[config.mk]
export PLATFORM = sky130hd
export DESIGN_NAME = tbae_mac_unit
export DESIGN_NICKNAME = d
export VERILOG_FILES = /design/src/hdl/three_band_audio_energy_core_macros.svh /design/src/hdl/tbae_pkg.sv /design/src/hdl/tbae_mac_unit.sv
export SDC_FILE = /design/constraint.sdc
export NUM_CORES = 2
export LEC_CHECK = 0
export BUFFER_PORTS_ARGS = -buffer_cell sky130_fd_sc_hd__buf_2
export CAP_MARGIN = 5
export CORE_UTILIZATION = 35
export CTS_CLUSTER_DIAMETER = 150
export CTS_CLUSTER_SIZE = 28
export DETAILED_ROUTE_END_ITERATION = 10
export PLACE_DENSITY = 0.51
export SLEW_MARGIN = 25
export SYNTH_ARGS = -nofsm -noshare
export SYNTH_HDL_FRONTEND = slang
export SYNTH_SLANG_ARGS = --single-unit
[constraint.sdc]
create_clock -name aclk -period 24.3 [get_ports aclk]
set_input_delay 3.645 -clock aclk [delete_from_list [all_inputs] [get_ports aclk]]
set_output_delay 3.645 -clock aclk [all_outputs]
set_load 0.03 [all_outputs]
[src/hdl/three_band_audio_energy_core_macros.svh]
// assertion macros of the three band energy core, used by the tbae_seq file
// no dependencies; taken in by `include where assertions are written
`ifndef THREE_BAND_AUDIO_ENERGY_CORE_MACROS_SVH
`define THREE_BAND_AUDIO_ENERGY_CORE_MACROS_SVH

// same-cycle implication, off while reset is held
`define TBAE_ASSERT_NOW(lbl, clk, rstn, ante, cons, msg) \
    lbl: assert property (@(posedge clk) disable iff (!(rstn)) (ante) |-> (cons)) \
        else $error(msg);

// next-cycle implication, off while reset is held
`define TBAE_ASSERT_NEXT(lbl, clk, rstn, ante, cons, msg) \
    lbl: assert property (@(posedge clk) disable iff (!(rstn)) (ante) |=> (cons)) \
        else $error(msg);

`endif

[src/hdl/tbae_pkg.sv]
// shared constants, codes and types of the three band energy core
// no dependencies
`timescale 1ns / 1ps

package tbae_pkg;

    localparam int NUM_TAPS  = 32;
    localparam int ADDR_W    = $clog2(NUM_TAPS);
    localparam int NUM_BANDS = 3;
    localparam int SAMPLE_W  = 16;
    localparam int COEF_W    = 16;
    localparam int Q_SHIFT   = 15;
    localparam int PROD_W    = 32;
    localparam int TERM_W    = PROD_W - Q_SHIFT;
    localparam int FILT_W    = TERM_W + $clog2(NUM_TAPS);
    localparam int ENERGY_W  = 32;
    localparam int RATIO_W   = 8;
    localparam int INDEX_W   = 8;

    localparam logic [RATIO_W-1:0] RATIO_RESET = 8'd8;

    localparam logic [1:0] KIND_SAMPLE = 2'd0;
    localparam logic [1:0] KIND_COEF   = 2'd1;
    localparam logic [1:0] KIND_READ   = 2'd2;

    localparam logic [1:0] BAND_BASS   = 2'd0;
    localparam logic [1:0] BAND_MID    = 2'd1;
    localparam logic [1:0] BAND_TREBLE = 2'd2;

    typedef enum logic [2:0] {
        ST_IDLE,
        ST_TAPS,
        ST_DRAIN,
        ST_SQUARE,
        ST_FINISH
    } tbae_state_t;

    typedef struct packed {
        logic lane_load;
        logic lane_square;
        logic acc_mac;
        logic acc_square;
        logic filt_clear;
        logic energy_clear;
    } tbae_ctrl_t;

endpackage

[src/hdl/tbae_mac_unit.sv]
// shared three-lane multiplier with filter and energy accumulators
// depends on tbae_pkg; driven by tbae_seq
`timescale 1ns / 1ps

module tbae_mac_unit
    import tbae_pkg::*;
(
    input  logic                       aclk,
    input  logic                       aresetn,
    input  tbae_ctrl_t                 ctrl,
    input  logic signed [COEF_W-1:0]   coef_data [NUM_BANDS],
    input  logic signed [SAMPLE_W-1:0] sample_data,
    output logic [ENERGY_W-1:0]        energy_out [NUM_BANDS]
);

    logic signed [FILT_W-1:0]   op_a       [NUM_BANDS];
    logic signed [FILT_W-1:0]   op_b       [NUM_BANDS];
    logic signed [2*FILT_W-1:0] full_prod  [NUM_BANDS];
    logic [PROD_W-1:0]          prod_reg   [NUM_BANDS];
    logic signed [FILT_W-1:0]   term       [NUM_BANDS];
    logic [ENERGY_W-1:0]        sq_term    [NUM_BANDS];
    logic signed [FILT_W-1:0]   filt_reg   [NUM_BANDS];
    logic [ENERGY_W-1:0]        energy_reg [NUM_BANDS];
    logic [ENERGY_W-1:0]        out_reg    [NUM_BANDS];

    always_comb begin
        for (int b = 0; b < NUM_BANDS; b++) begin
            if (ctrl.lane_square) begin
                op_a[b] = filt_reg[b];
                op_b[b] = filt_reg[b];
            end else begin
                op_a[b] = {{(FILT_W-COEF_W){coef_data[b][COEF_W-1]}}, coef_data[b]};
                op_b[b] = {{(FILT_W-SAMPLE_W){sample_data[SAMPLE_W-1]}}, sample_data};
            end
            full_prod[b] = op_a[b] * op_b[b];
            term[b] = {{(FILT_W-TERM_W){prod_reg[b][PROD_W-1]}},
                       prod_reg[b][PROD_W-1:Q_SHIFT]};
            sq_term[b] = {{Q_SHIFT{prod_reg[b][PROD_W-1]}}, prod_reg[b][PROD_W-1:Q_SHIFT]};
        end
    end

    always_ff @(posedge aclk) begin
        for (int b = 0; b < NUM_BANDS; b++) begin
            if (ctrl.lane_load) begin
                prod_reg[b] <= full_prod[b][PROD_W-1:0];
            end
            if (ctrl.filt_clear) begin
                filt_reg[b] <= '0;
            end else if (ctrl.acc_mac) begin
                filt_reg[b] <= filt_reg[b] + term[b];
            end
            if (ctrl.energy_clear) begin
                out_reg[b] <= energy_reg[b];
            end
        end
    end

    always_ff @(posedge aclk) begin
        if (!aresetn) begin
            for (int b = 0; b < NUM_BANDS; b++) begin
                energy_reg[b] <= '0;
            end
        end else begin
            for (int b = 0; b < NUM_BANDS; b++) begin
                if (ctrl.energy_clear) begin
                    energy_reg[b] <= '0;
                end else if (ctrl.acc_square) begin
                    energy_reg[b] <= energy_reg[b] + sq_term[b];
                end
            end
        end
    end

    assign energy_out = out_reg;

endmodule

==> results.sh <==
export IMPL_via_count=43000
export IMPL_worstSetupStartpointType="input port"
export IMPL_cts_hold_buffers_added=0
export IMPL_clock_path_buffers=3
export IMPL_slew_viol_final=0
export IMPL_worst_skew_pair_late_latency_ps=550
export IMPL_critical_path_class="in -> reg"
export IMPL_ios=168
export IMPL_synth_top_family_by_area="adder cells"
export IMPL_areaGrowthSynthToFinish_pct=7.39
export IMPL_num_rows=147
export IMPL_synth_edf_count=309
export IMPL_antenna_left=0
export IMPL_fin_crit_ps=12370
export IMPL_numCtsBuffers=15
export IMPL_synth_async_reset_ratio_pct=0
export IMPL_cp_required_ps=24610
export IMPL_cp_num_buf_inv=3
export IMPL_drt_pass1_iter_count=5
export IMPL_cp_end_kind="register"
export IMPL_clock_fmax_mhz=80.8
export IMPL_finClkSkew_ps=22.6
export IMPL_clk_pin_slew_ps=120
export IMPL_wl_per_cell_um=21.7
export IMPL_hp_class="reg -> reg"
export IMPL_globalplace_congestion=0.955
export IMPL_die_w_um=405
export IMPL_cts_resized=0
export IMPL_grt_usage_pct=22.6
export IMPL_htree_levels=1
export IMPL_cts_tree="yes"
export IMPL_post_cts_setup_buffers=0
export IMPL_critical_path_top_delay_family="adder cells"
export IMPL_status="finished clean"
export IMPL_muxShareOfSynthArea_pct=0.408
export IMPL_syn_cell_area_mm2=0.0568
export IMPL_synth_area_leaders="fa_1, edfxtp_1, ha_1, inv_1, nand2_1"
export IMPL_path_max_fanout=88
export IMPL_die_y_um=405
export IMPL_ys_ff_latch=309
export IMPL_synth_compound_gate_area_share_pct=6.92
export IMPL_synth_xor_area_share_pct=3.64
export IMPL_hold_viol=0
export IMPL_antenna_found_initial=9
export IMPL_die_area_mm2=0.164
export IMPL_overflow=0
export IMPL_drive_above_1_share_pct=5.57
export IMPL_finalNetCount=7924
export IMPL_grt_pass1_wl_um=277000
export IMPL_seq_area_frac_synth_pct=16.3
export IMPL_io_buffer_count=167
export IMPL_cts_num_sinks=309
export IMPL_yosys_warnings=0
export IMPL_max_cap_violations=0
export IMPL_synthAdderAreaFrac_pct=48.6
export IMPL_synth_cells=6195
export IMPL_ys_flop_type="edfxtp_1"
export IMPL_cts_root_buffer="clkbuf_16"
export IMPL_routed_wl_um=183000
export IMPL_core_area_mm2=0.161
export IMPL_synth_top_area_share_pct=38.2
export IMPL_path_cells="buf_8 -> buf_4 -> nand2b_1 -> nand2_1 -> nand2_1 -> fa_1 -> fa_1 -> fa_1 -> fa_1 -> fa_1 -> inv_1 -> fa_1 -> fa_1 -> ha_1 -> and3_1 -> a221o_1 -> o31a_1 -> o221ai_2 -> o22ai_2 -> a31oi_4 -> o2111ai_2 -> or3_1 -> a31oi_1 -> xnor2_1"
export IMPL_cp_arrival_ps=12680
export IMPL_period_share_pct=50.9
export IMPL_fill_cells=16400
export IMPL_synth_distinct_cells=77
export IMPL_cpPeakStageDelay_ps=740
export IMPL_cp_slowest_cell="buf_4"
export IMPL_yosys_area_share_simple_pct=14.3
export IMPL_drc=0
export IMPL_finalSetupTns_ps=0
export IMPL_grt_max_degree=98
export IMPL_drtIter0Drc=3268
export IMPL_start_util_pct=35.3
export IMPL_synthesis_nets=7824
export IMPL_setup_viol=0
export IMPL_yosysTopAreaCell="fa_1"
export IMPL_routed_via_density=5.08
export IMPL_synth_commonest_cells="inv_1, fa_1, nand2_1"
export IMPL_tightest_slew_ps=1100
export IMPL_avgSynthCellArea_um2=9.17
export IMPL_slew_headroom_pct=25.9
export IMPL_yosysMostFrequentCell="inv_1"
export IMPL_grt_setup_unrepaired="no"
export IMPL_dp_hpwl_um=152000
export IMPL_cpMostUsedCell="fa_1"
export IMPL_grt_pass1_vias=44100
[per-stage QoR]
step                      util (%)  setup WS, ps  hold WS, ps  area [um^2]  instances
after floorplan                  -         12720          431        56800       6195
after global placement        37.6         11570          438        60500       8436
after detailed placement      37.6         11340          447        60500       8437
after CTS                     37.9         11980          472        61000       8455
after global routing          37.9         11620          491        61000       8456
final                         37.9         11930          471        61000       8458
[per-layer routing]
layer,vias to the layer above,part of all wire [%],GRT usage [%]
met5,-,0.017,0
met2,1720,44,35.0
met3,278,8.3,3.65
met1,21700,44,32.4
li1,19300,-,-
met4,6,3.6,6.80
[cell type report]
type                            count  area (um^2)  area share (%)
Clock buffer                       15          375           0.615
Inverter                         1283         4820            7.89
Sequential cell                   309         9280            15.2
Antenna cell                        2         5.00         0.00820
Multi-Input combinational cell   4411        42100            69.0
Clock inverter                      3         68.8           0.113
Timing Repair Buffer              275         1680            2.76
Tap cell                         2160         2700            4.43
[cells in the final DEF, fill, tap and decap left out, drive strengths merged, types with 129 or more instances in the layout]
cell type / count
inv: 1282
fa: 1083
nand2: 838
nor2: 814
ha: 474
edfxtp: 309
buf: 275
a21oi: 206
xnor2: 171
o21ai: 129
[cells by family (layout without fill, tap and decap cells)]
| family | count (synthesis) | count (layout) |
|---|---|---|
| flip-flops | 309 | 309 |
| XOR/XNOR | 236 | 236 |
| adder cells (fa/ha/maj) | 1557 | 1557 |
| AND/OR/NAND/NOR | 1976 | 1976 |
| AO/OA/AOI/OAI | 620 | 620 |
| multiplexers | 22 | 22 |
| buffers and inverters | 1475 | 1576 |
| other | 0 | 2 |
[path summary, 6_finish.rpt]
check / startpoint / endpoint / slack (ps) / cells past startpoint
setup reg to reg: filt_reg[0][4] / prod_reg[0][31] / 15970 / 23
hold / removal: energy_reg[1][10] / energy_out[42] / 470 / 0
hold reg to reg: energy_reg[1][10] / energy_out[42] / 470 / 0
setup / recovery: ctrl[4] / prod_reg[0][31] / 11930 / 24
Power is not shown: default switching activity piles up to over one toggle a cycle in this logic, so the estimate is an artifact.
