===== src/hdl/three_band_audio_energy_core_macros.svh =====
// assertion macros of the three band energy core, used by the tbae_seq file
// no dependencies; taken in by `include where assertions are written
`ifndef THREE_BAND_AUDIO_ENERGY_CORE_MACROS_SVH
`define THREE_BAND_AUDIO_ENERGY_CORE_MACROS_SVH

// same-cycle implication, off while reset is held
`define TBAE_ASSERT_NOW(lbl, clk, rstn, ante, cons, msg) \
    lbl: assert property (@(posedge clk) disable iff (!(rstn)) (ante) |-> (cons)) \
        else $error(msg);

// next-cycle implication, off while reset is held
`define TBAE_ASSERT_NEXT(lbl, clk, rstn, ante, cons, msg) \
    lbl: assert property (@(posedge clk) disable iff (!(rstn)) (ante) |=> (cons)) \
        else $error(msg);

`endif


===== src/hdl/tbae_ram.sv =====
// generic single write, single registered read memory with per-entry valid bits
// unwritten entries read as zero; no dependencies
`timescale 1ns / 1ps

module tbae_ram #(
    parameter int DEPTH = 32,
    parameter int WIDTH = 16,
    localparam int AW = $clog2(DEPTH)
) (
    input  logic             aclk,
    input  logic             aresetn,
    input  logic             we,
    input  logic [AW-1:0]    waddr,
    input  logic [WIDTH-1:0] wdata,
    input  logic [AW-1:0]    raddr,
    output logic [WIDTH-1:0] rdata
);

    logic [WIDTH-1:0] mem [DEPTH];
    logic [DEPTH-1:0] valid_reg;
    logic [WIDTH-1:0] rdata_reg;
    logic             rvalid_reg;

    always_ff @(posedge aclk) begin
        if (we) begin
            mem[waddr] <= wdata;
        end
        rdata_reg <= mem[raddr];
    end

    always_ff @(posedge aclk) begin
        if (!aresetn) begin
            valid_reg  <= '0;
            rvalid_reg <= 1'b0;
        end else begin
            if (we) begin
                valid_reg[waddr] <= 1'b1;
            end
            rvalid_reg <= valid_reg[raddr];
        end
    end

    assign rdata = rvalid_reg ? rdata_reg : '0;

endmodule


===== config.mk =====
export PLATFORM = sky130hd
export DESIGN_NAME = tbae_ram
export DESIGN_NICKNAME = d
export VERILOG_FILES = /design/src/hdl/three_band_audio_energy_core_macros.svh /design/src/hdl/tbae_ram.sv
export SDC_FILE = /design/constraint.sdc
export NUM_CORES = 1
export LEC_CHECK = 0
export ABC_AREA = 1
export CAP_MARGIN = 20
export CELL_PAD_IN_SITES_DETAIL_PLACEMENT = 0
export CELL_PAD_IN_SITES_GLOBAL_PLACEMENT = 1
export CORE_ASPECT_RATIO = 0.6
export CORE_MARGIN = 3
export CORE_UTILIZATION = 48
export CTS_BUF_LIST = sky130_fd_sc_hd__clkbuf_2
export DETAILED_ROUTE_END_ITERATION = 6
export DONT_BUFFER_PORTS = 1
export PLACE_DENSITY = 0.77
export SYNTH_ARGS = -nofsm -noshare
export SYNTH_HDL_FRONTEND = slang
export SYNTH_SLANG_ARGS = --single-unit
export TNS_END_PERCENT = 10

===== constraint.sdc =====
create_clock -name aclk -period 1.77 [get_ports aclk]
set_clock_uncertainty 0.1 [all_clocks]
set_input_delay 0.177 -clock aclk [delete_from_list [all_inputs] [get_ports aclk]]
set_output_delay 0.177 -clock aclk [all_outputs]
set_load 0.03 [all_outputs]

==> metrics, run 1 <==
commonest non-fill, non-tap cell in the layout=nand2_1; max FFs per register=512; Reg clk slew, reported paths=110 ps; Crit. End Element=primary output; Final Util=58.6%; GRT met3 Usage=9.00%; Critical Path AT=1910 ps; fin crit period=2180 ps; Placer Congestion=0.838; Finished Cell Area=0.0267 mm²; fillers=3797; Pleak=10.1 nW; CTS Buffer Depth=3; pre-CTS WS=7.60 ps; Synth Register Bits=561; # DRC=0; Sequential Power Share=58.3%; slowest stage delay, CP=430 ps; core area=0.0455 mm²; Post-CTS Setup Repair Bufs=0; Synth Net Count=2016; synthesized area=0.0225 mm²; final setup vio count=32; total vias in the final route=15921; DR pass1 iterations=6; YS warnings=0; TritonCTS Sinks=561; sequential area share after synthesis=72.8%; clock latency on the worst-skew pair=1100 ps; total CTS buffers=120; initial antenna violation count=2; switching power=6.49 mW; post-layout net count=2206; die width=285 µm; violated checks=hold timing, setup timing; drt wl/cell=22.8 µm; CTS Root Cell=clkbuf_2; Tightest Pin Transition=961 ps; CP Cell Sequence=buf_8 -> nand2_1 -> inv_2; clock share of power=33.5%; Storage cell area=0.0164 mm²; Post-DRT Antenna Nets=0; critical path required time=1490 ps; post-DP HPWL=36700 µm; startpoint types=register; Avg Inst Size Synth=11.3 µm²; part of the power in combinational logic=8.3%; final worst path period share=123%; final worst slack=-413 ps; DR iter-0 viols=2092; All-Layer GR Usage=26.6%; Pwr Total=25.3 mW; commonest non-fill, non-tap cells in the layout=nand2_1, edfxtp_1, nand3_1; Area Overhead vs Synth=18.6%; layout cells sized above 1=16.5%; met2 GRT Util=36.3%; fmax=0.458 GHz; Vias/cell=5.48; setup TNS=-6820 ps; # port buffers=0; area of the multi-input gates=0.00549 mm²; worst IR drop on VDD=0.609 mV; worst min path class=primary input to register; Slew HR=35.7%; largest net degree at the start of global routing=274; Die H=174 µm; Unique masters post-synth=17; first-pass GRT wire length=97600 µm; WP buf/inv=2; Die ar.=0.0495 mm²; CP max-delay cell=dfxtp_4; WS Path Type=register to primary output; Initial Util=49.4%; grt peak-use layer=met1; htree depth=3; Max Cap Violations=0; Final Hold Viols=17; DP Area=0.0238 mm²; Cell Int Power=18.8 mW; pwr dens=949 mW/mm²; switching fraction of total power=25.7%; RSZ-0062 raised after global routing=true; final WL=66100 µm; IO Pins=45; outcome=finished, violations left; crit-path max FO=9; met1 GRT Util=40.9%; TritonCTS clock tree=done; vias in the first global route=15107; Hold Slack=-469 ps; max-slew violation count=0; Site Rows=60; total grt overflow=0; gate count of the mapped netlist=1987; CP top delay family=flip-flops
-- synth_stat cells --
| library cell | number | share of area [%] |
|---|---|---|
| buf_4 | 16 | 0.53 |
| buf_2 | 67 | 1.5 |
| o21ai_0 | 1 | 0.022 |
| buf_1 | 11 | 0.18 |
| clkinv_1 | 3 | 0.050 |
| nor3_1 | 12 | 0.27 |
| nand3_1 | 437 | 9.7 |
| buf_6 | 2 | 0.10 |
| nor2_1 | 103 | 1.7 |
| and2_1 | 16 | 0.45 |
| inv_1 | 36 | 0.60 |
| o21ai_1 | 2 | 0.045 |
| nand2_1 | 695 | 12 |
| dfxtp_1 | 49 | 4.4 |
| clkbuf_1 | 24 | 0.40 |
| edfxtp_1 | 512 | 68 |
| inv_2 | 1 | 0.017 |
-- power by group through the flow --
| stage | combinational, mW | clock (mW) | sequential [mW] |
|---|---|---|---|
| 2_1_floorplan | 1.04 | 0 | 15.0 |
| 4_1_cts | 2.03 | 8.61 | 14.7 |
| 6_report | 2.09 | 8.46 | 14.7 |
| 3_3_place_gp | 1.38 | 0 | 15.0 |
| 5_1_grt | 2.25 | 9.32 | 14.7 |
| 3_5_place_dp | 1.38 | 0 | 15.0 |
-- worst paths after layout --
path / endpoint / from / cells past startpoint / slack [ps]
setup reg to reg: rdata_reg[10] / mem[31][10] / 8 / -30
setup / recovery: rdata[5] / rvalid_reg / 3 / -410
hold / removal: rdata_reg[8] / raddr[1] / 6 / -470
hold reg to reg: valid_reg[27] / valid_reg[27] / 2 / 380
-- through the flow --
step,std cells,hold slack (ps)
4_1_cts,2898,-564
6_report,2904,-469
2_1_floorplan,1987,176
3_5_place_dp,2553,178
5_1_grt,2903,-520
3_3_place_gp,2553,178
-- worst min-delay path, delay by kind of cell --
kind / cells / cell delay [ps]
and+or+nand+nor: 6 / 440
-- cells by family (layout without fill, tap and decap cells) --
logic type / Yosys count / count (layout) / share of synthesized area, %
and+or+nand+nor: 1263 / 1263 / 23.8
DFF: 561 / 561 / 72.8
buffers and inverters: 160 / 455 / 3.38
AOI/OAI and AO/OA: 3 / 3 / 0.0668
other: 0 / 2 / 0
-- layer usage --
layer | share of wire [%] | vias to the layer above
met4 | 1.2 | 0
met5 | 0 | -
met2 | 42 | 899
met3 | 13 | 76
met1 | 43 | 7636
li1 | - | 7310
-- final cells by class --
class	instances	area share, %
tap	620	2.91
inverter	40	0.615
sequential	561	61.4
clock buffer	204	3.83
multi-input combinational	1266	20.6
clock inverter	23	0.643
timing repair buffer	188	10.0
antenna	2	0.0188
-- repair_timing --
| action | 4_1_cts | 5_1_grt |
|---|---|---|
| cloned | 0 | 0 |
| endpoints found under the setup margin | 16 | 35 |
| hold endpoints to repair | 1073 | 356 |
| gates resized for setup | 20 | 34 |
| hold buffers | 118 | 4 |
| pin swaps | 0 | 6 |
Power figures use the tool's default switching activity.
==> run 2, diff against run 1 <==
--- a/config.mk
+++ b/config.mk
@@ -9,7 +9,7 @@
 export CAP_MARGIN = 20
 export CELL_PAD_IN_SITES_DETAIL_PLACEMENT = 0
 export CELL_PAD_IN_SITES_GLOBAL_PLACEMENT = 1
-export CORE_ASPECT_RATIO = 0.6
+export CORE_ASPECT_RATIO = 0.5
 export CORE_MARGIN = 3
 export CORE_UTILIZATION = 48
 export CTS_BUF_LIST = sky130_fd_sc_hd__clkbuf_2
==> metrics, run 2 (synthesized netlist as in run 1, its figures left out) <==
outcome=finished, violations left; violated checks=hold timing, setup timing; vias in the first global route=15186; Post-DRT Antenna Nets=0; Finished Cell Area=0.0269 mm²; Tightest Pin Transition=884 ps; Crit. End Element=primary output; # port buffers=0; Reg clk slew, reported paths=120 ps; Critical Path AT=1760 ps; commonest non-fill, non-tap cell in the layout=nand2_1; DP Cell Count=2571; total CTS buffers=121; largest net degree at the start of global routing=274; crit-path max FO=8; Hold Slack=-379 ps; Pleak=10.1 nW; post-DP HPWL=33700 µm; fin crit period=2030 ps; Site Rows=55; CP Cell Sequence=buf_12 -> nand2_2 -> inv_4; CTS Root Cell=clkbuf_2; die width=312 µm; TritonCTS clock tree=done; IO Pins=45; DR pass1 iterations=5; Pwr Total=24.7 mW; # DRC=0; WS Path Type=register to primary output; worst IR drop on VDD=0.397 mV; Final Util=58.8%; Slew HR=40.9%; Vias/cell=5.32; max FFs per register=512; htree depth=3; final worst slack=-263 ps; CTS Buffer Depth=3; Placer Congestion=0.814; max-slew violation count=0; pwr dens=919 mW/mm²; layout cells sized above 1=17.7%; final std cells w/o fill=2936; Max Cap Violations=0; final worst path period share=115%; Die H=159 µm; CP top delay family=flip-flops; TritonCTS Sinks=561; DP Area=0.0238 mm²; critical path required time=1490 ps; slowest stage delay, CP=400 ps; CP max-delay cell=dfxtp_4; startpoint types=register; total vias in the final route=15612; All-Layer GR Usage=25.2%; worst min path class=primary input to register; DR iter-0 viols=1700; commonest non-fill, non-tap cells in the layout=nand2_1, edfxtp_1, nand3_1; total grt overflow=0; Die ar.=0.0496 mm²; core area=0.0457 mm²; clock latency on the worst-skew pair=1060 ps; first-pass GRT wire length=93400 µm; initial antenna violation count=1; RSZ-0062 raised after global routing=true; WP buf/inv=2; final WL=62000 µm; final setup vio count=36; Area Overhead vs Synth=19.5%; fmax=0.492 GHz; drt wl/cell=21.1 µm; Final Hold Viols=17; post-layout net count=2235; Initial Util=49.2%
## run 2: changes by cell type in the layout (fill, tap and decap cells not counted), sizes merged
cell / before / now
clkbuf: 204 / 205
buf: 100 / 113
clkinvlp: 1 / 0
bufinv: 3 / 0
inv: 38 / 40
dlymetal6s4s: 17 / 9
dlygate4sd3: 71 / 94
clkinv: 21 / 19
## run 2: per-stage QoR
| stage | TNS (ps) | worst slack, ps |
|---|---|---|
| CTS | -5570 | -356 |
| global route | -7150 | -372 |
| detailed placement | 0 | 82.2 |
| finish | -5020 | -263 |
| floorplan | 0 | 1.74 |
| global placement | 0 | 114 |
## run 2: final timing paths
path / from / endpoint / slack, ps / cells past startpoint
worst max-delay path: rvalid_reg / rdata[15] / -260 / 3
worst min-delay path: raddr[1] / rdata_reg[7] / -380 / 6
worst max register to register: mem[27][9] / rdata_reg[9] / -40 / 8
worst min register to register: valid_reg[26] / valid_reg[26] / 380 / 2
## run 2: layer usage
metal,wire length [µm],global-route usage (%)
met1,26100,34.8
met2,29200,39.7
met3,4840,5.14
met4,1860,9.50
met5,0,0
## run 2: tightest hold or removal path, stage by stage
cell and delay [ps]:
nand3_1 100, nand3_1 120, nand2_1 90, nand2_1 40
nand3_1 60, and2_1 110
## run 2: report_power, final
part           internal, mW  switching [mW]
registers              14.6          0.0795
clock network          2.99            4.90
logic                 0.782            1.31
total                  18.4            6.29
## run 2: layout make-up
class / instances / area, µm²
fillers: 3768 / 18800
flip-flops and latches: 561 / 16400
multi-input cells: 1266 / 5560
repair buffers: 216 / 2850
clock buffers: 205 / 1030
well taps: 627 / 785
inverters: 40 / 205
clock inverters: 19 / 71.3
diodes: 2 / 5.00
## run 2: repair_timing
| item | in CTS | in global routing |
|---|---|---|
| setup buffers | 2 | 0 |
| hold endpoints to repair | 1073 | 134 |
| gates resized for setup | 55 | 33 |
| hold buffers | 133 | 4 |
| pin swaps | 0 | 6 |
| endpoints found under the setup margin | 16 | 46 |
==> run 3, diff against run 2 <==
--- a/config.mk
+++ b/config.mk
@@ -15,6 +15,7 @@
 export CTS_BUF_LIST = sky130_fd_sc_hd__clkbuf_2
 export DETAILED_ROUTE_END_ITERATION = 6
 export DONT_BUFFER_PORTS = 1
+export HOLD_SLACK_MARGIN = 0.03
 export PLACE_DENSITY = 0.77
 export SYNTH_ARGS = -nofsm -noshare
 export SYNTH_HDL_FRONTEND = slang
==> metrics, run 3 (synthesized netlist as in run 1, its figures left out) <==
Initial Util=49.2%; core area=0.0457 mm²; final worst slack=-297 ps; die width=312 µm; Hold Slack=-403 ps; Die H=159 µm; total CTS buffers=121; vias in the first global route=15186; final worst path period share=117%; CTS Root Cell=clkbuf_2; Area Overhead vs Synth=19.5%; All-Layer GR Usage=25.2%; Reg clk slew, reported paths=120 ps; Crit. End Element=register; DR pass1 iterations=5; pwr dens=919 mW/mm²; setup TNS=-5030 ps; startpoint types=primary input; # DRC=0; Pleak=10.1 nW; first-pass GRT wire length=93400 µm; final WL=62200 µm; metal3 WL=4850 µm; Reg-to-Reg End=rdata_reg[9]; final setup vio count=36; fillers=3768; # port buffers=0; outcome=finished, violations left; critical path required time=2600 ps; Top Metal Used=met4; metal1 wirelength=26200 µm; Reg2Reg Depth=8; Die ar.=0.0496 mm²; r2r setup slk=-30 ps; CP startpoint=waddr[4]; TritonCTS clock tree=done; WS Path Type=primary input to register; max FFs per register=512; commonest non-fill, non-tap cells in the layout=nand2_1, edfxtp_1, nand3_1; Final Util=58.8%; largest net degree at the start of global routing=274; Slew HR=38.9%; violated checks=hold timing, setup timing; worst min path class=primary input to register; Post-DRT Antenna Nets=0; worst IR drop on VDD=0.402 mV; IO Pins=45; drt wl/cell=21.2 µm; Placer Congestion=0.814; Max Cap Violations=0; crit-path max FO=17; Vias/cell=5.36; fmax=0.484 GHz; Site Rows=55; max-slew violation count=0; met2 wire length=29300 µm; Worst R2R Start=mem[27][9]; TritonCTS Sinks=561; total grt overflow=0; fin crit period=2070 ps; Critical Path AT=2890 ps; post-layout net count=2235; commonest non-fill, non-tap cell in the layout=nand2_1; initial antenna violation count=1; layout cells sized above 1=17.7%; Final Hold Viols=17; DR iter-0 viols=1696; total vias in the final route=15719; clock latency on the worst-skew pair=1060 ps; htree depth=3; CTS Buffer Depth=3; Tightest Pin Transition=914 ps; post-DP HPWL=33700 µm; Worst Setup EP=valid_reg[21]; RSZ-0062 raised after global routing=true
[run 3: worst min-delay path by stage]
stage | start | to | slack (ps) | cells past startpoint
floorplan | wdata[0] | mem[0][0] | 180 | 0
detailed placement | wdata[4] | mem[9][4] | 180 | 0
global placement | wdata[4] | mem[9][4] | 180 | 0
global route | raddr[1] | rdata_reg[0] | -490 | 6
CTS | raddr[1] | rdata_reg[9] | -520 | 6
finish | raddr[1] | rdata_reg[7] | -400 | 6
[run 3: power breakdown]
| group | internal (mW) | leakage [nW] | switching, mW |
|---|---|---|---|
| Combinational | 0.783 | 4.22 | 1.32 |
| Sequential | 14.6 | 5.02 | 0.0795 |
| Clock | 2.99 | 0.887 | 4.90 |
| Total | 18.4 | 10.1 | 6.30 |
[run 3: through the flow]
stage / cell area [µm²] / hold WS [ps] / instances / setup WS [ps] / power (mW)
finish: 26900 / -403 / 2935 / -297 / 24.7
CTS: 26700 / -524 / 2930 / -356 / 24.8
global placement: 23800 / 178 / 2571 / 114 / 16.3
detailed placement: 23800 / 178 / 2571 / 82.2 / 16.4
floorplan: 22500 / 176 / 1987 / 1.74 / 16.0
global route: 26900 / -486 / 2935 / -372 / 25.7
[run 3: critical path, cell delays in order]
cell and delay, ps:
dlymetal6s4s_1 260, dlygate4sd3_1 620, inv_1 140, nor3_1 60
dlygate4sd3_1 560, inv_1 170, nor2_2 70, buf_12 160
nor2_1 80, dlygate4sd3_1 550, nor2_1 40
[run 3: cell type report]
| cell class | count | area (µm²) | area share, % |
|---|---|---|---|
| clock buffer | 205 | 1030 | 3.82 |
| inverter | 40 | 205 | 0.764 |
| antenna | 1 | 2.50 | 0.00932 |
| multi-input combinational | 1266 | 5560 | 20.7 |
| sequential | 561 | 16400 | 60.9 |
| clock inverter | 19 | 71.3 | 0.266 |
| tap | 627 | 785 | 2.92 |
| timing repair buffer | 216 | 2850 | 10.6 |
[run 3: metal layers]
layer | track usage (%) | up-vias
li1 | - | 7392
met1 | 34.8 | 7603
met2 | 39.7 | 613
met3 | 5.14 | 111
met4 | 9.50 | 0
met5 | 0 | -
[run 3: timing repair]
item	in CTS	in global routing
setup buffers	2	0
endpoints found under the setup margin	16	46
hold buffers	133	4
pin swaps	0	6
cloned	0	0
hold endpoints to repair	1073	186
gates resized for setup	55	33
