<file path="src/hdl/three_band_audio_energy_core_macros.svh">
// assertion macros of the three band energy core, used by the tbae_seq file
// no dependencies; taken in by `include where assertions are written
`ifndef THREE_BAND_AUDIO_ENERGY_CORE_MACROS_SVH
`define THREE_BAND_AUDIO_ENERGY_CORE_MACROS_SVH

// same-cycle implication, off while reset is held
`define TBAE_ASSERT_NOW(lbl, clk, rstn, ante, cons, msg) \
    lbl: assert property (@(posedge clk) disable iff (!(rstn)) (ante) |-> (cons)) \
        else $error(msg);

// next-cycle implication, off while reset is held
`define TBAE_ASSERT_NEXT(lbl, clk, rstn, ante, cons, msg) \
    lbl: assert property (@(posedge clk) disable iff (!(rstn)) (ante) |=> (cons)) \
        else $error(msg);

`endif

</file>
<file path="src/hdl/tbae_pkg.sv">
// shared constants, codes and types of the three band energy core
// no dependencies
`timescale 1ns / 1ps

package tbae_pkg;

    localparam int NUM_TAPS  = 32;
    localparam int ADDR_W    = $clog2(NUM_TAPS);
    localparam int NUM_BANDS = 3;
    localparam int SAMPLE_W  = 16;
    localparam int COEF_W    = 16;
    localparam int Q_SHIFT   = 15;
    localparam int PROD_W    = 32;
    localparam int TERM_W    = PROD_W - Q_SHIFT;
    localparam int FILT_W    = TERM_W + $clog2(NUM_TAPS);
    localparam int ENERGY_W  = 32;
    localparam int RATIO_W   = 8;
    localparam int INDEX_W   = 8;

    localparam logic [RATIO_W-1:0] RATIO_RESET = 8'd8;

    localparam logic [1:0] KIND_SAMPLE = 2'd0;
    localparam logic [1:0] KIND_COEF   = 2'd1;
    localparam logic [1:0] KIND_READ   = 2'd2;

    localparam logic [1:0] BAND_BASS   = 2'd0;
    localparam logic [1:0] BAND_MID    = 2'd1;
    localparam logic [1:0] BAND_TREBLE = 2'd2;

    typedef enum logic [2:0] {
        ST_IDLE,
        ST_TAPS,
        ST_DRAIN,
        ST_SQUARE,
        ST_FINISH
    } tbae_state_t;

    typedef struct packed {
        logic lane_load;
        logic lane_square;
        logic acc_mac;
        logic acc_square;
        logic filt_clear;
        logic energy_clear;
    } tbae_ctrl_t;

endpackage

</file>
<file path="src/hdl/tbae_seq.sv">
// sequencer: handshakes, decimation, delay line pointers and tap stepping
// depends on tbae_pkg and the assertion macro header
`timescale 1ns / 1ps
`include "three_band_audio_energy_core_macros.svh"

module tbae_seq
    import tbae_pkg::*;
(
    input  logic                       aclk,
    input  logic                       aresetn,
    input  logic                       cfg_wr_en,
    input  logic [RATIO_W-1:0]         cfg_wr_data,
    input  logic                       s_tvalid,
    output logic                       s_tready,
    input  logic [1:0]                 kind,
    input  logic signed [SAMPLE_W-1:0] left,
    input  logic signed [SAMPLE_W-1:0] right,
    input  logic [1:0]                 coef_band,
    input  logic [INDEX_W-1:0]         coef_index,
    output logic                       m_tvalid,
    input  logic                       m_tready,
    output logic                       sample_we,
    output logic [ADDR_W-1:0]          sample_waddr,
    output logic [SAMPLE_W-1:0]        sample_wdata,
    output logic [ADDR_W-1:0]          sample_raddr,
    output logic [NUM_BANDS-1:0]       coef_we,
    output logic [ADDR_W-1:0]          coef_waddr,
    output logic [ADDR_W-1:0]          coef_raddr,
    output tbae_ctrl_t                 ctrl
);

    localparam logic [ADDR_W-1:0] LAST_TAP = ADDR_W'(NUM_TAPS - 1);

    tbae_state_t        state_reg, state_next;
    logic [RATIO_W-1:0] ratio_reg, ratio_next;
    logic [RATIO_W-1:0] decim_reg, decim_next;
    logic [ADDR_W-1:0]  wr_pos_reg, wr_pos_next;
    logic [ADDR_W-1:0]  tap_cnt_reg, tap_cnt_next;
    logic [ADDR_W-1:0]  rd_ptr_reg, rd_ptr_next;
    logic               rd_v_reg, rd_v_next;
    logic               prod_v_reg, prod_v_next;
    logic               prod_sq_reg, prod_sq_next;
    logic               m_tvalid_reg, m_tvalid_next;

    logic               accept;
    logic               sample_xfer;
    logic               read_xfer;
    logic               fire;
    logic [RATIO_W-1:0] decim_inc;
    logic [SAMPLE_W:0]  lr_sum;
    logic               index_ok;

    assign accept      = s_tvalid && s_tready;
    assign sample_xfer = accept && (kind == KIND_SAMPLE);
    assign read_xfer   = accept && (kind == KIND_READ);
    assign decim_inc   = decim_reg + RATIO_W'(1);
    assign fire        = decim_inc >= ratio_reg;
    assign lr_sum      = {left[SAMPLE_W-1], left} + {right[SAMPLE_W-1], right};
    assign index_ok    = {1'b0, coef_index} < (INDEX_W + 1)'(NUM_TAPS);

    // next state
    always_comb begin
        state_next = state_reg;
        case (state_reg)
            ST_IDLE: begin
                if (sample_xfer && fire) begin
                    state_next = ST_TAPS;
                end
            end
            ST_TAPS: begin
                if (tap_cnt_reg == LAST_TAP) begin
                    state_next = ST_DRAIN;
                end
            end
            ST_DRAIN: begin
                if (!rd_v_reg && !prod_v_reg) begin
                    state_next = ST_SQUARE;
                end
            end
            ST_SQUARE: begin
                state_next = ST_FINISH;
            end
            ST_FINISH: begin
                state_next = ST_IDLE;
            end
            default: begin
                state_next = ST_IDLE;
            end
        endcase
    end

    // outputs
    always_comb begin
        s_tready = (state_reg == ST_IDLE)
                   && !((kind == KIND_READ) && m_tvalid_reg && !m_tready);
        ctrl.lane_load    = rd_v_reg || (state_reg == ST_SQUARE);
        ctrl.lane_square  = (state_reg == ST_SQUARE);
        ctrl.acc_mac      = prod_v_reg && !prod_sq_reg;
        ctrl.acc_square   = prod_v_reg && prod_sq_reg;
        ctrl.filt_clear   = sample_xfer && fire;
        ctrl.energy_clear = read_xfer;
        sample_we    = sample_xfer;
        sample_waddr = wr_pos_reg;
        sample_wdata = lr_sum[SAMPLE_W:1];
        sample_raddr = rd_ptr_reg;
        coef_raddr   = tap_cnt_reg;
        coef_waddr   = coef_index[ADDR_W-1:0];
        coef_we      = '0;
        if (accept && (kind == KIND_COEF) && index_ok) begin
            case (coef_band)
                BAND_BASS:   coef_we[0] = 1'b1;
                BAND_MID:    coef_we[1] = 1'b1;
                BAND_TREBLE: coef_we[2] = 1'b1;
                default:     coef_we = '0;
            endcase
        end
        m_tvalid = m_tvalid_reg;
    end

    // counters, pointers and pipeline tags
    always_comb begin
        ratio_next    = cfg_wr_en ? cfg_wr_data : ratio_reg;
        decim_next    = decim_reg;
        wr_pos_next   = wr_pos_reg;
        tap_cnt_next  = tap_cnt_reg;
        rd_ptr_next   = rd_ptr_reg;
        rd_v_next     = (state_reg == ST_TAPS);
        prod_v_next   = rd_v_reg || (state_reg == ST_SQUARE);
        prod_sq_next  = (state_reg == ST_SQUARE);
        m_tvalid_next = m_tvalid_reg;
        if (sample_xfer) begin
            decim_next  = fire ? '0 : decim_inc;
            wr_pos_next = (wr_pos_reg == '0) ? LAST_TAP : wr_pos_reg - ADDR_W'(1);
            if (fire) begin
                tap_cnt_next = '0;
                rd_ptr_next  = wr_pos_reg;
            end
        end
        if (state_reg == ST_TAPS) begin
            tap_cnt_next = tap_cnt_reg + ADDR_W'(1);
            rd_ptr_next  = (rd_ptr_reg == LAST_TAP) ? '0 : rd_ptr_reg + ADDR_W'(1);
        end
        if (read_xfer) begin
            m_tvalid_next = 1'b1;
        end else if (m_tready) begin
            m_tvalid_next = 1'b0;
        end
    end

    always_ff @(posedge aclk) begin
        if (!aresetn) begin
            state_reg    <= ST_IDLE;
            ratio_reg    <= RATIO_RESET;
            decim_reg    <= '0;
            wr_pos_reg   <= LAST_TAP;
            tap_cnt_reg  <= '0;
            rd_ptr_reg   <= '0;
            rd_v_reg     <= 1'b0;
            prod_v_reg   <= 1'b0;
            prod_sq_reg  <= 1'b0;
            m_tvalid_reg <= 1'b0;
        end else begin
            state_reg    <= state_next;
            ratio_reg    <= ratio_next;
            decim_reg    <= decim_next;
            wr_pos_reg   <= wr_pos_next;
            tap_cnt_reg  <= tap_cnt_next;
            rd_ptr_reg   <= rd_ptr_next;
            rd_v_reg     <= rd_v_next;
            prod_v_reg   <= prod_v_next;
            prod_sq_reg  <= prod_sq_next;
            m_tvalid_reg <= m_tvalid_next;
        end
    end

    `TBAE_ASSERT_NOW(a_square_empty, aclk, aresetn, state_reg == ST_SQUARE, !rd_v_reg && !prod_v_reg, "square launched with taps in flight")
    `TBAE_ASSERT_NOW(a_finish_square, aclk, aresetn, state_reg == ST_FINISH, prod_v_reg && prod_sq_reg, "finish without square product")
    `TBAE_ASSERT_NEXT(a_pos_steps, aclk, aresetn, sample_xfer, wr_pos_reg != $past(wr_pos_reg), "write position did not step")

endmodule

</file>
<file path="config.mk">
export PLATFORM = sky130hd
export DESIGN_NAME = tbae_seq
export DESIGN_NICKNAME = d
export VERILOG_FILES = /design/src/hdl/tbae_pkg.sv /design/src/hdl/tbae_seq.sv
export VERILOG_INCLUDE_DIRS = /design/src /design/src/hdl
export SDC_FILE = /design/constraint.sdc
export NUM_CORES = 1
export LEC_CHECK = 0
export BUFFER_PORTS_ARGS = -buffer_cell sky130_fd_sc_hd__buf_2
export CAP_MARGIN = 20
export CORE_MARGIN = 2
export CORE_UTILIZATION = 45
export DETAILED_ROUTE_END_ITERATION = 16
export MAX_ROUTING_LAYER = met4
export PLACE_DENSITY = 0.88
export SLEW_MARGIN = 20
export SYNTH_ARGS = -nofsm -noshare
export SYNTH_HDL_FRONTEND = slang
export SYNTH_SLANG_ARGS = --single-unit
</file>
<file path="constraint.sdc">
create_clock -name aclk -period 2.6 [get_ports aclk]
set_clock_uncertainty 0.1 [all_clocks]
set_input_delay 0.52 -clock aclk [delete_from_list [all_inputs] [get_ports aclk]]
set_output_delay 0.52 -clock aclk [all_outputs]
set_load 0.02 [all_outputs]
</file>
==> impl_metrics.yaml, run 1 <==
floorplanning:
  rows: 28
  num_io_pins: 105
  die_area_um2: 6703
  die_w_um: 81.87
  die_h_um: 81.87
  core_area_um2: 5886
  initial_core_util_pct: 46.36
timing:
  post-route-period-util_pct: 118.4
  hold_viol: 0
  rsz0062_at_grt: "yes"
  slew-limit-headroom_pct: 70.31
  whs_ns: 0.3419
  slew_viol_final: 0
  worst_pin_slew_ns: 0.4443
  fmax_ghz: 0.3249
  fin_crit_ns: 3.078
  setup_ws_ns: -0.4781
  setup_viol: 14
place:
  portBuffers: 94
  dp_hpwl_um: 5885
  gp_congestion: 0.8077
  dp_slack_ns: -0.5114
  dpl_cell_area_um2: 3617
cts:
  clk_latency_ns: 0.30
  cts_buffers: 5
  clkTransAtPathRegs_ns: 0.07
  cts_sinks: 38
  cts_max_path_buffers: 2
  htree_levels: 2
  cts_tree: "yes"
  root_buffer: "clkbuf_8"
logic_synthesis:
  synthTopCellsByArea: "dfxtp_1 28%, ha_1 13%, a21oi_1 5.1%"
  async_flop_share_pct: 0
  synth_area_um2: 2729
  ys_types: 51
  syn_inst: 331
  synthFlopType: "dfxtp_1"
  syn-num-nets: 418
  synth_top_area_cell: "dfxtp_1"
  yosysSeqAreaShare_pct: 27.88
  synth_edf_count: 0
  yosysWarnings: 0
  yosys.area.top_type_share_pct: 27.88
  syn-mean-instance-area_um2: 8.244
  synth-seq-cells: 38
final_layout:
  multiInputGateArea_um2: 2188
  synthToLayoutAreaGrowth_pct: 52.59
  ff_latch_area_um2: 775.7
  nFillCells: 412
  fin_nets: 545
  antenna_cells: 0
  drive_gt1_share_pct: 46.62
  finalInstanceArea_um2: 4164
route:
  routed_wl_um: 9318
  drc_errors: 0
  wl_met1_um: 3268
  ant_nets: 0
  highest_layer: "met4"
  via_per_inst: 5.730
  route.met3.wl_um: 467
  routedWlPerCell_um: 17.45
  wl_met2_um: 5052
  dr.first_iter.drc_count: 182
  first_pass_iters: 4
  vias: 3060
worst_setup_path:
  slowest_stage: "fa_2"
  critPathMaxStageDelay_ns: 0.35
  path_cells: "buf_6 -> and2_4 -> fa_2 -> a21o_1 -> a311oi_2 -> o21ai_2 -> o21ai_4 -> nand3b_1 -> o311ai_1 -> buf_2"
  cpLargestDelayFamily: "compound AO/OA/AOI/OAI gates"
  critical_path_arrival_ns: 2.46
  start_kind: "primary input"
  crit_type: "primary input to primary output"
  crit_path_end_kind: "primary output"
  cp.required_ns: 1.98
  critPathBufInv: 2
  cp_max_fo: 4
power:
  irDropWorstVdd_uv: 292.0
  switching_share_pct: 34.20
  pwr-share-seq_pct: 35.8
  internal_power_uw: 1110
  combPwrFrac_pct: 38.4
  power.leakage_uw: 0.001946
  p_sw_uw: 576.8
  clkPwrFrac_pct: 25.9
  powerDensity_nw_per_um2: 405.1
global_route:
  grt-ovfl-total: 0
  grt_max_degree: 19
  grt_usage_pct: 24.22
  grt_first_pass_wirelength_um: 12390
  antenna_found_initial: 0
  grt_pass1_vias: 2948
job:
  drv_cap: 0
outcome:
  status: "finished, violations left"
  violations: "setup timing"
hold_path:
  hold_path_class: "primary input to flip-flop"
[power groups by stage]
stage | sequential [uW] | clock (uW) | combinational [uW]
floorplan | 620 | 0 | 320
global placement | 615 | 0 | 474
detailed placement | 616 | 0 | 492
CTS | 603 | 440 | 563
global route | 605 | 472 | 687
finish | 603 | 436 | 647
[cell families after synthesis]
group | share of synthesized area [%]
XOR/XNOR | 8.024
AO/OA/AOI/OAI | 16.87
flip-flops | 27.88
adder cells (fa/ha/maj) | 14.03
AND/OR/NAND/NOR | 21.46
multiplexers | 4.402
buffers and inverters | 7.336
[cell usage after synthesis (3+ instances only)]
cell      count
nand2b_1      3
nor2b_1       3
or3_1         3
nand4_1       6
ha_1         29
buf_6         3
xnor2_1      14
a31oi_1       3
nor3b_1       3
a21o_1        6
dfxtp_1      38
nor3_1        6
nand2_1      27
a21oi_1      28
inv_1        17
o211ai_1      3
o21ai_0      17
xor2_1       11
buf_4         8
nand3_1      15
and2_1        4
and3_1        6
clkbuf_1      8
a211oi_1      3
o22ai_1       3
mux2i_1      12
nor2_1       20
nor4_1        5
[cells in the final DEF, fill, tap and decap left out, types with 7 or more instances in the layout]
cell type	instances
xor2_1	7
mux2i_1	12
inv_1	16
buf_2	74
nor2_1	18
buf_4	49
ha_1	20
nand2_1	26
ha_4	9
dfxtp_1	32
a21oi_1	20
buf_6	14
xnor2_1	8
o21ai_0	13
nand3_1	13
[per-layer routing]
layer / global-route usage [%] / vias to the layer above
met2: 45.37 / 132
met4: 13.83 / 0
li1: - / 1435
met3: 4.505 / 47
met5: - / -
met1: 22.99 / 1446
[path summary, 6_finish.rpt]
kind / from / endpoint / slack, ns / depth (start not counted)
setup / recovery: left[0] / sample_wdata[13] / -0.48 / 10
hold / removal: cfg_wr_data[3] / ratio_reg[3] / 0.34 / 3
setup reg to reg: decim_reg[1] / sample_raddr[1] / 0.03 / 12
hold reg to reg: ratio_reg[3] / ratio_reg[3] / 0.40 / 2
[tightest hold or removal path, delay by kind of cell]
kind | cells | cell delay (ns)
AOI/OAI and AO/OA | 1 | 0.07
buffers and inverters | 1 | 0.07
and+or+nand+nor | 1 | 0.05
[cell type report]
type / instances / share of cell area [%]
timing repair buffer: 139 / 22.36
clock inverter: 2 / 0.3005
tap: 75 / 2.254
clock buffer: 6 / 1.983
sequential: 38 / 18.63
multi-input combinational: 255 / 52.55
inverter: 19 / 1.923
[stage by stage]
stage | utilization (%) | total power [uW] | instances | setup TNS [ns]
6_report | 70.75 | 1687 | 534 | -2.870
5_1_grt | 70.75 | 1764 | 534 | -3.729
4_1_cts | 66.77 | 1605 | 529 | -2.162
3_5_place_dp | 61.46 | 1109 | 518 | -3.098
3_3_place_gp | 61.46 | 1089 | 518 | -2.172
2_1_floorplan | - | 940.0 | 331 | -0.2834
[repair_timing]
action	CTS	global route
gates resized for setup	41	37
pin swaps	18	28
endpoints found under the setup margin	14	22
hold buffers	0	0
setup buffers	4	8
No activity file was read; power rests on OpenSTA's default activity.
==> run 2, diff against run 1 <==
- ABC_AREA: not set -> 1
- CORE_UTILIZATION: 45 -> 46
- PLACE_DENSITY: 0.88 -> 0.89
==> run 2 against run 1 <==
Against the previous run: the run still ends with setup timing left; clock power down 3%; non-clock buffer count is 17 lower; sequential share of layout area grew 1.1 points; register-to-register slack improved by 0.11 ns; synthesized cell count rose by 26%; sequential power grew 19%; die area is 3.7% higher; worst hold slack improved by 0.0011 ns; first-iteration DRC count fell by 32%; maximum frequency rose by 9.5%; via count rose by 3.7%; worst setup slack improved by 0.27 ns; critical endpoint is now ctrl[1]; highest routed layer unchanged.
==> impl_metrics.yaml, run 2 <==
timing:
  setup_viol: 2
  slew-limit-headroom_pct: 67.04
  rsz0062_at_grt: "yes"
  setup_tns_ns: -0.2148
  fin_crit_ns: 2.811
  worst_pin_slew_ns: 0.4932
  setup_ws_ns: -0.2110
  slew_viol_final: 0
  whs_ns: 0.3430
  post-route-period-util_pct: 108.1
  fmax_ghz: 0.3557
  hold_viol: 0
logic_synthesis:
  async_flop_share_pct: 0
  yosys.area.top_type_share_pct: 26.24
  synth_top_area_cell: "dfxtp_1"
  ys_types: 46
  syn-mean-instance-area_um2: 6.969
  yosysSeqAreaShare_pct: 26.24
  synth_area_um2: 2899
  synth_top_family_by_area: "simple AND/OR/NAND/NOR gates"
  syn-num-nets: 503
  syn_inst: 416
  synth_simple_gate_area_share_pct: 26.89
  ys_top_cells_by_count: "87 x nand2_1, 54 x inv_1, 40 x a21oi_1"
  synth_most_common_cell: "nand2_1"
  synthTopCellsByArea: "dfxtp_1 26%, ha_1 13%, nand2_1 11%"
  synth_compound_area_share_pct: 16.01
  synth_xor_area_share_pct: 6.344
  synthAdderAreaFrac_pct: 13.21
  synthFlopType: "dfxtp_1"
  yosysWarnings: 0
  synth.area.mux_share_pct: 0
  synth_edf_count: 0
  synth-seq-cells: 38
final_layout:
  stdcell_count: 607
  antenna_cells: 0
  nFillCells: 473
  final_common_cell: "buf_2"
  drive_gt1_share_pct: 36.09
  layout_common_cells: "86 x buf_2, 80 x nand2_1, 51 x inv_1"
  final_core_util_pct: 65.12
  synthToLayoutAreaGrowth_pct: 34.57
  finalInstanceArea_um2: 3901
  fin_nets: 618
worst_setup_path:
  path_cells: "nand3_4 -> inv_2 -> nand3_2 -> nor2_2 -> nand2_1 -> xnor2_2 -> ha_1 -> nand2_1 -> inv_1 -> nor2_1 -> o21a_1 -> nand2_2 -> nand2_4 -> inv_4 -> buf_6"
  cpLargestDelayFamily: "simple AND/OR/NAND/NOR gates"
  crit_path_frequent_cell: "nand2_1"
  crit_type: "flip-flop to primary output"
  cp.required_ns: 1.98
  critPathMaxStageDelay_ns: 0.39
  cp_max_fo: 4
  critical_path_arrival_ns: 2.19
  crit_path_end_kind: "primary output"
  slowest_stage: "dfxtp_4"
  critPathBufInv: 4
  start_kind: "flip-flop"
place:
  dp_cells: 586
  dpl_cell_area_um2: 3480
  gp_congestion: 0.8772
  portBuffers: 94
  dp_hpwl_um: 5468
global_route:
  grt_first_pass_wirelength_um: 12540
  grt_max_degree: 19
  antenna_found_initial: 0
  grt_usage_pct: 22.10
  grt_pass1_vias: 2950
  grt-ovfl-total: 0
floorplanning:
  core_area_um2: 5991
  rows: 28
  die_area_um2: 6953
  initial_core_util_pct: 48.39
  die_w_um: 83.39
  die_h_um: 83.39
  num_io_pins: 105
cts:
  cts_sinks: 38
  cts_tree: "yes"
  clkTransAtPathRegs_ns: 0.07
  cts-hold-fix-buffers: 0
  cts_max_path_buffers: 2
  cts_buffers: 5
  clk_latency_ns: 0.30
  root_buffer: "clkbuf_8"
  htree_levels: 2
power:
  irDropWorstVdd_uv: 548.5
  power.leakage_uw: 0.002040
  powerDensity_nw_per_um2: 544.2
route:
  dr.first_iter.drc_count: 124
  ant_nets: 0
  vias: 3174
  via_per_inst: 5.229
  drc_errors: 0
  first_pass_iters: 5
  routedWlPerCell_um: 13.04
  routed_wl_um: 7914
outcome:
  status: "finished, violations left"
  violations: "setup timing"
hold_path:
  hold_path_class: "primary input to flip-flop"
job:
  drv_cap: 0
==> run 2: cell count changes in the layout (fill, tap and decap cells not counted), moves of 11 or more <==
cell,change
nand2_1,+54
inv_1,+35
buf_4,-16
nor2_1,+16
a21oi_1,+15
buf_2,+12
mux2i_1,-12
buf_6,-11
==> run 2: final cells by class <==
| type | count | area (um2) | share of cell area [%] |
|---|---|---|---|
| inverter | 61 | 234.0 | 5.997 |
| tap | 75 | 93.84 | 2.405 |
| multi-input combinational | 303 | 2001 | 51.28 |
| clock buffer | 7 | 86.33 | 2.213 |
| sequential | 38 | 769.5 | 19.72 |
| timing repair buffer | 122 | 711.9 | 18.25 |
| clock inverter | 1 | 5.005 | 0.1283 |
==> run 2: kinds of logic (layout without fill, tap and decap cells) <==
kind of cell,Yosys count,count (layout)
AOI/OAI and AO/OA,83,83
xor gates and xnor gates,21,21
adders and majority gates,30,30
buffers and inverters,75,191
DFF,38,38
and+or+nand+nor,169,169
==> run 2: report_power, final <==
part | leakage [uW] | internal [uW] | total [uW] | switching [uW]
Combinational | 0.00168 | 379 | 981 | 603
Clock | 0.0000482 | 214 | 424 | 210
Sequential | 0.000312 | 651 | 718 | 66.2
Total | 0.00204 | 1240 | 2120 | 879
==> run 2: what timing repair did <==
action,in CTS,in global routing
setup buffers,6,10
setup endpoints to repair,9,25
gates resized for setup,23,34
pin swaps,10,29
==> run 2: final timing paths <==
path | to | slack [ns] | start | depth (start not counted)
worst max-delay path | ctrl[1] | -0.21 | decim_reg[0] | 15
worst min-delay path | ratio_reg[0] | 0.34 | cfg_wr_data[0] | 3
worst max register to register | sample_raddr[3] | 0.14 | decim_reg[0] | 18
worst min register to register | ratio_reg[5] | 0.36 | ratio_reg[5] | 2
==> run 2: metal layers <==
| metal | global-route usage [%] | share of wire [%] | up-vias |
|---|---|---|---|
| li1 | - | - | 1578 |
| met3 | 5.467 | 7.7 | 22 |
| met2 | 39.00 | 49 | 139 |
| met1 | 23.18 | 40 | 1435 |
| met4 | 9.985 | 3.1 | 0 |
| met5 | - | 0 | - |
==> run 2: through the flow <==
step                      setup slack [ns]  total power [uW]
final                              -0.2110              2123
after global routing               -0.3317              2252
after CTS                          -0.1970              2056
after detailed placement          -0.08318              1613
after global placement            0.005936              1583
after floorplan                    0.08657              1368
==> run 2: tightest hold or removal path, delay by kind of cell <==
family	cells	cell delay [ns]
buffers and inverters	1	0.07
AND/OR/NAND/NOR	2	0.11
==> run 3, diff against run 2 <==
- ABC_AREA: 1 -> not set
- CAP_MARGIN: 20 -> not set
- CORE_UTILIZATION: 46 -> 45
- MAX_ROUTING_LAYER: met4 -> not set
- PLACE_DENSITY: 0.89 -> 0.88
==> run 3 against run 2 <==
Against the previous run: the flow still finishes with violations (setup timing); global-route usage rose by 1.4 points; power fell by 20%; combinational power fell by 34%; die area fell by 3.6%; sequential cell count did not move; critical path type is now primary input to primary output; largest power group unchanged.
==> impl_metrics.yaml, run 3 (synthesized netlist as in run 1, its figures left out) <==
worst_setup_path:
  slowest_stage: "fa_2"
  crit_path_end_kind: "primary output"
  critical_path_arrival_ns: 2.45
  rrSetupSlack_ns: 0.03
  start_kind: "primary input"
  crit_type: "primary input to primary output"
  critPathMaxStageDelay_ns: 0.35
  r2r-start: "decim_reg[1]"
  critPathBufInv: 2
  path_cells: "buf_6 -> and2_4 -> fa_2 -> a21o_1 -> a311oi_2 -> o21ai_2 -> o21ai_4 -> nand3b_1 -> o311ai_1 -> buf_2"
  cp.required_ns: 1.98
  worst_r2r_path_depth: 12
  path_depth: 10
  cpLargestDelayFamily: "compound AO/OA/AOI/OAI gates"
  cp_max_fo: 4
  r2r_end: "sample_raddr[2]"
cts:
  root_buffer: "clkbuf_8"
  cts_buffers: 5
  cts_tree: "yes"
  cts_max_path_buffers: 2
  clk_latency_ns: 0.30
  htree_levels: 2
  cts_sinks: 38
  clkTransAtPathRegs_ns: 0.07
  cts-hold-fix-buffers: 0
timing:
  whs_ns: 0.3411
  setup_tns_ns: -2.831
  post-route-period-util_pct: 118.1
  slew-limit-headroom_pct: 70.39
  fmax_ghz: 0.3256
  rsz0062_at_grt: "yes"
  setup_ws_ns: -0.4710
  setup_viol: 14
  slew_viol_final: 0
  fin_crit_ns: 3.071
  hold_viol: 0
  worst_pin_slew_ns: 0.4431
floorplanning:
  num_io_pins: 105
  core_area_um2: 5886
  die_w_um: 81.87
  initial_core_util_pct: 46.36
  rows: 28
  die_area_um2: 6703
  die_h_um: 81.87
global_route:
  grt_usage_pct: 23.46
  grt-ovfl-total: 0
  grt_max_degree: 19
  grt_first_pass_wirelength_um: 12340
  antenna_found_initial: 0
  grt_pass1_vias: 2959
final_layout:
  finalInstanceArea_um2: 4164
  multiInputGateArea_um2: 2188
  synthToLayoutAreaGrowth_pct: 52.59
  nFillCells: 412
  antenna_cells: 0
  fin_nets: 545
  final_core_util_pct: 70.75
  drive_gt1_share_pct: 46.62
  layout_common_cells: "74 x buf_2, 49 x buf_4, 32 x dfxtp_1"
  ff_latch_area_um2: 775.7
  final_common_cell: "buf_2"
route:
  first_pass_iters: 4
  routed_wl_um: 9357
  dr.first_iter.drc_count: 213
  routedWlPerCell_um: 17.52
  via_per_inst: 5.695
  drc_errors: 0
  vias: 3041
  ant_nets: 0
power:
  irDropWorstVdd_uv: 294.5
  power_uw: 1688
  powerDensity_nw_per_um2: 405.4
  power.leakage_uw: 0.001946
hold_path:
  hold_path_class: "primary input to flip-flop"
  min_from: "cfg_wr_data[3]"
  holdPathEnd: "ratio_reg[3]"
  whs_path_depth: 3
place:
  dpl_cell_area_um2: 3617
  portBuffers: 94
  gp_congestion: 0.7963
  dp_hpwl_um: 5885
job:
  drv_cap: 0
outcome:
  status: "finished, violations left"
  violations: "setup timing"
## run 3: cell count changes in the layout (fill, tap and decap cells not counted), moves of 8 or more
cell | before | now
a21oi_1 | 35 | 20
buf_2 | 86 | 74
buf_4 | 33 | 49
buf_6 | 3 | 14
inv_1 | 51 | 16
mux2i_1 | 0 | 12
nand2_1 | 80 | 26
nor2_1 | 34 | 18
o21ai_1 | 9 | 0
xor2_1 | 15 | 7
## run 3: worst max-delay path by stage
stage	start	endpoint	slack, ns
floorplan	left[0]	sample_wdata[15]	-0.09
global placement	left[0]	sample_wdata[13]	-0.37
detailed placement	left[0]	sample_wdata[13]	-0.51
CTS	decim_reg[1]	ctrl[1]	-0.44
global route	left[0]	sample_wdata[13]	-0.52
finish	left[0]	sample_wdata[13]	-0.47
## run 3: worst register-to-register path, cell delays in order, from the launching register on
cell and delay (ns):
dfxtp_4 0.36, ha_4 0.15, nand3_4 0.08, nor2_2 0.13, xor2_2 0.27, ha_4 0.26
a21o_1 0.16, a21oi_2 0.16, a21oi_2 0.09, a21oi_4 0.16, buf_4 0.22, mux2i_1 0.22
a21oi_1 0.08
## run 3: where the power goes
part	internal, uW	switching, uW	leakage, uW
clock network	213	223	0.0000472
logic	304	344	0.00159
registers	592	10.7	0.000312
## run 3: per-layer routing
layer / vias to the layer above / global-route usage, % / wire length [um]
met5: - / 0 / 0
met4: 0 / 14.50 / 539
met3: 44 / 4.286 / 503
met2: 124 / 45.04 / 5030
met1: 1439 / 22.86 / 3283
li1: 1434 / - / -
## run 3: what timing repair did
item,CTS,global route
resized for setup,41,37
cloned,0,0
pin swaps,18,28
setup endpoints to repair,14,22
buffers inserted,4,8
## run 3: area by class of cell
cell class                 count  area share [%]
clock inverter                 2          0.3005
inverter                      19           1.923
clock buffer                   6           1.983
timing repair buffer         139           22.36
multi-input combinational    255           52.55
sequential                    38           18.63
tap                           75           2.254
## run 3: metrics by stage
step	worst slack, ns	std cells
floorplan	-0.09102	331
global placement	-0.3690	518
detailed placement	-0.5114	518
CTS	-0.4359	529
global route	-0.5249	534
finish	-0.4710	534
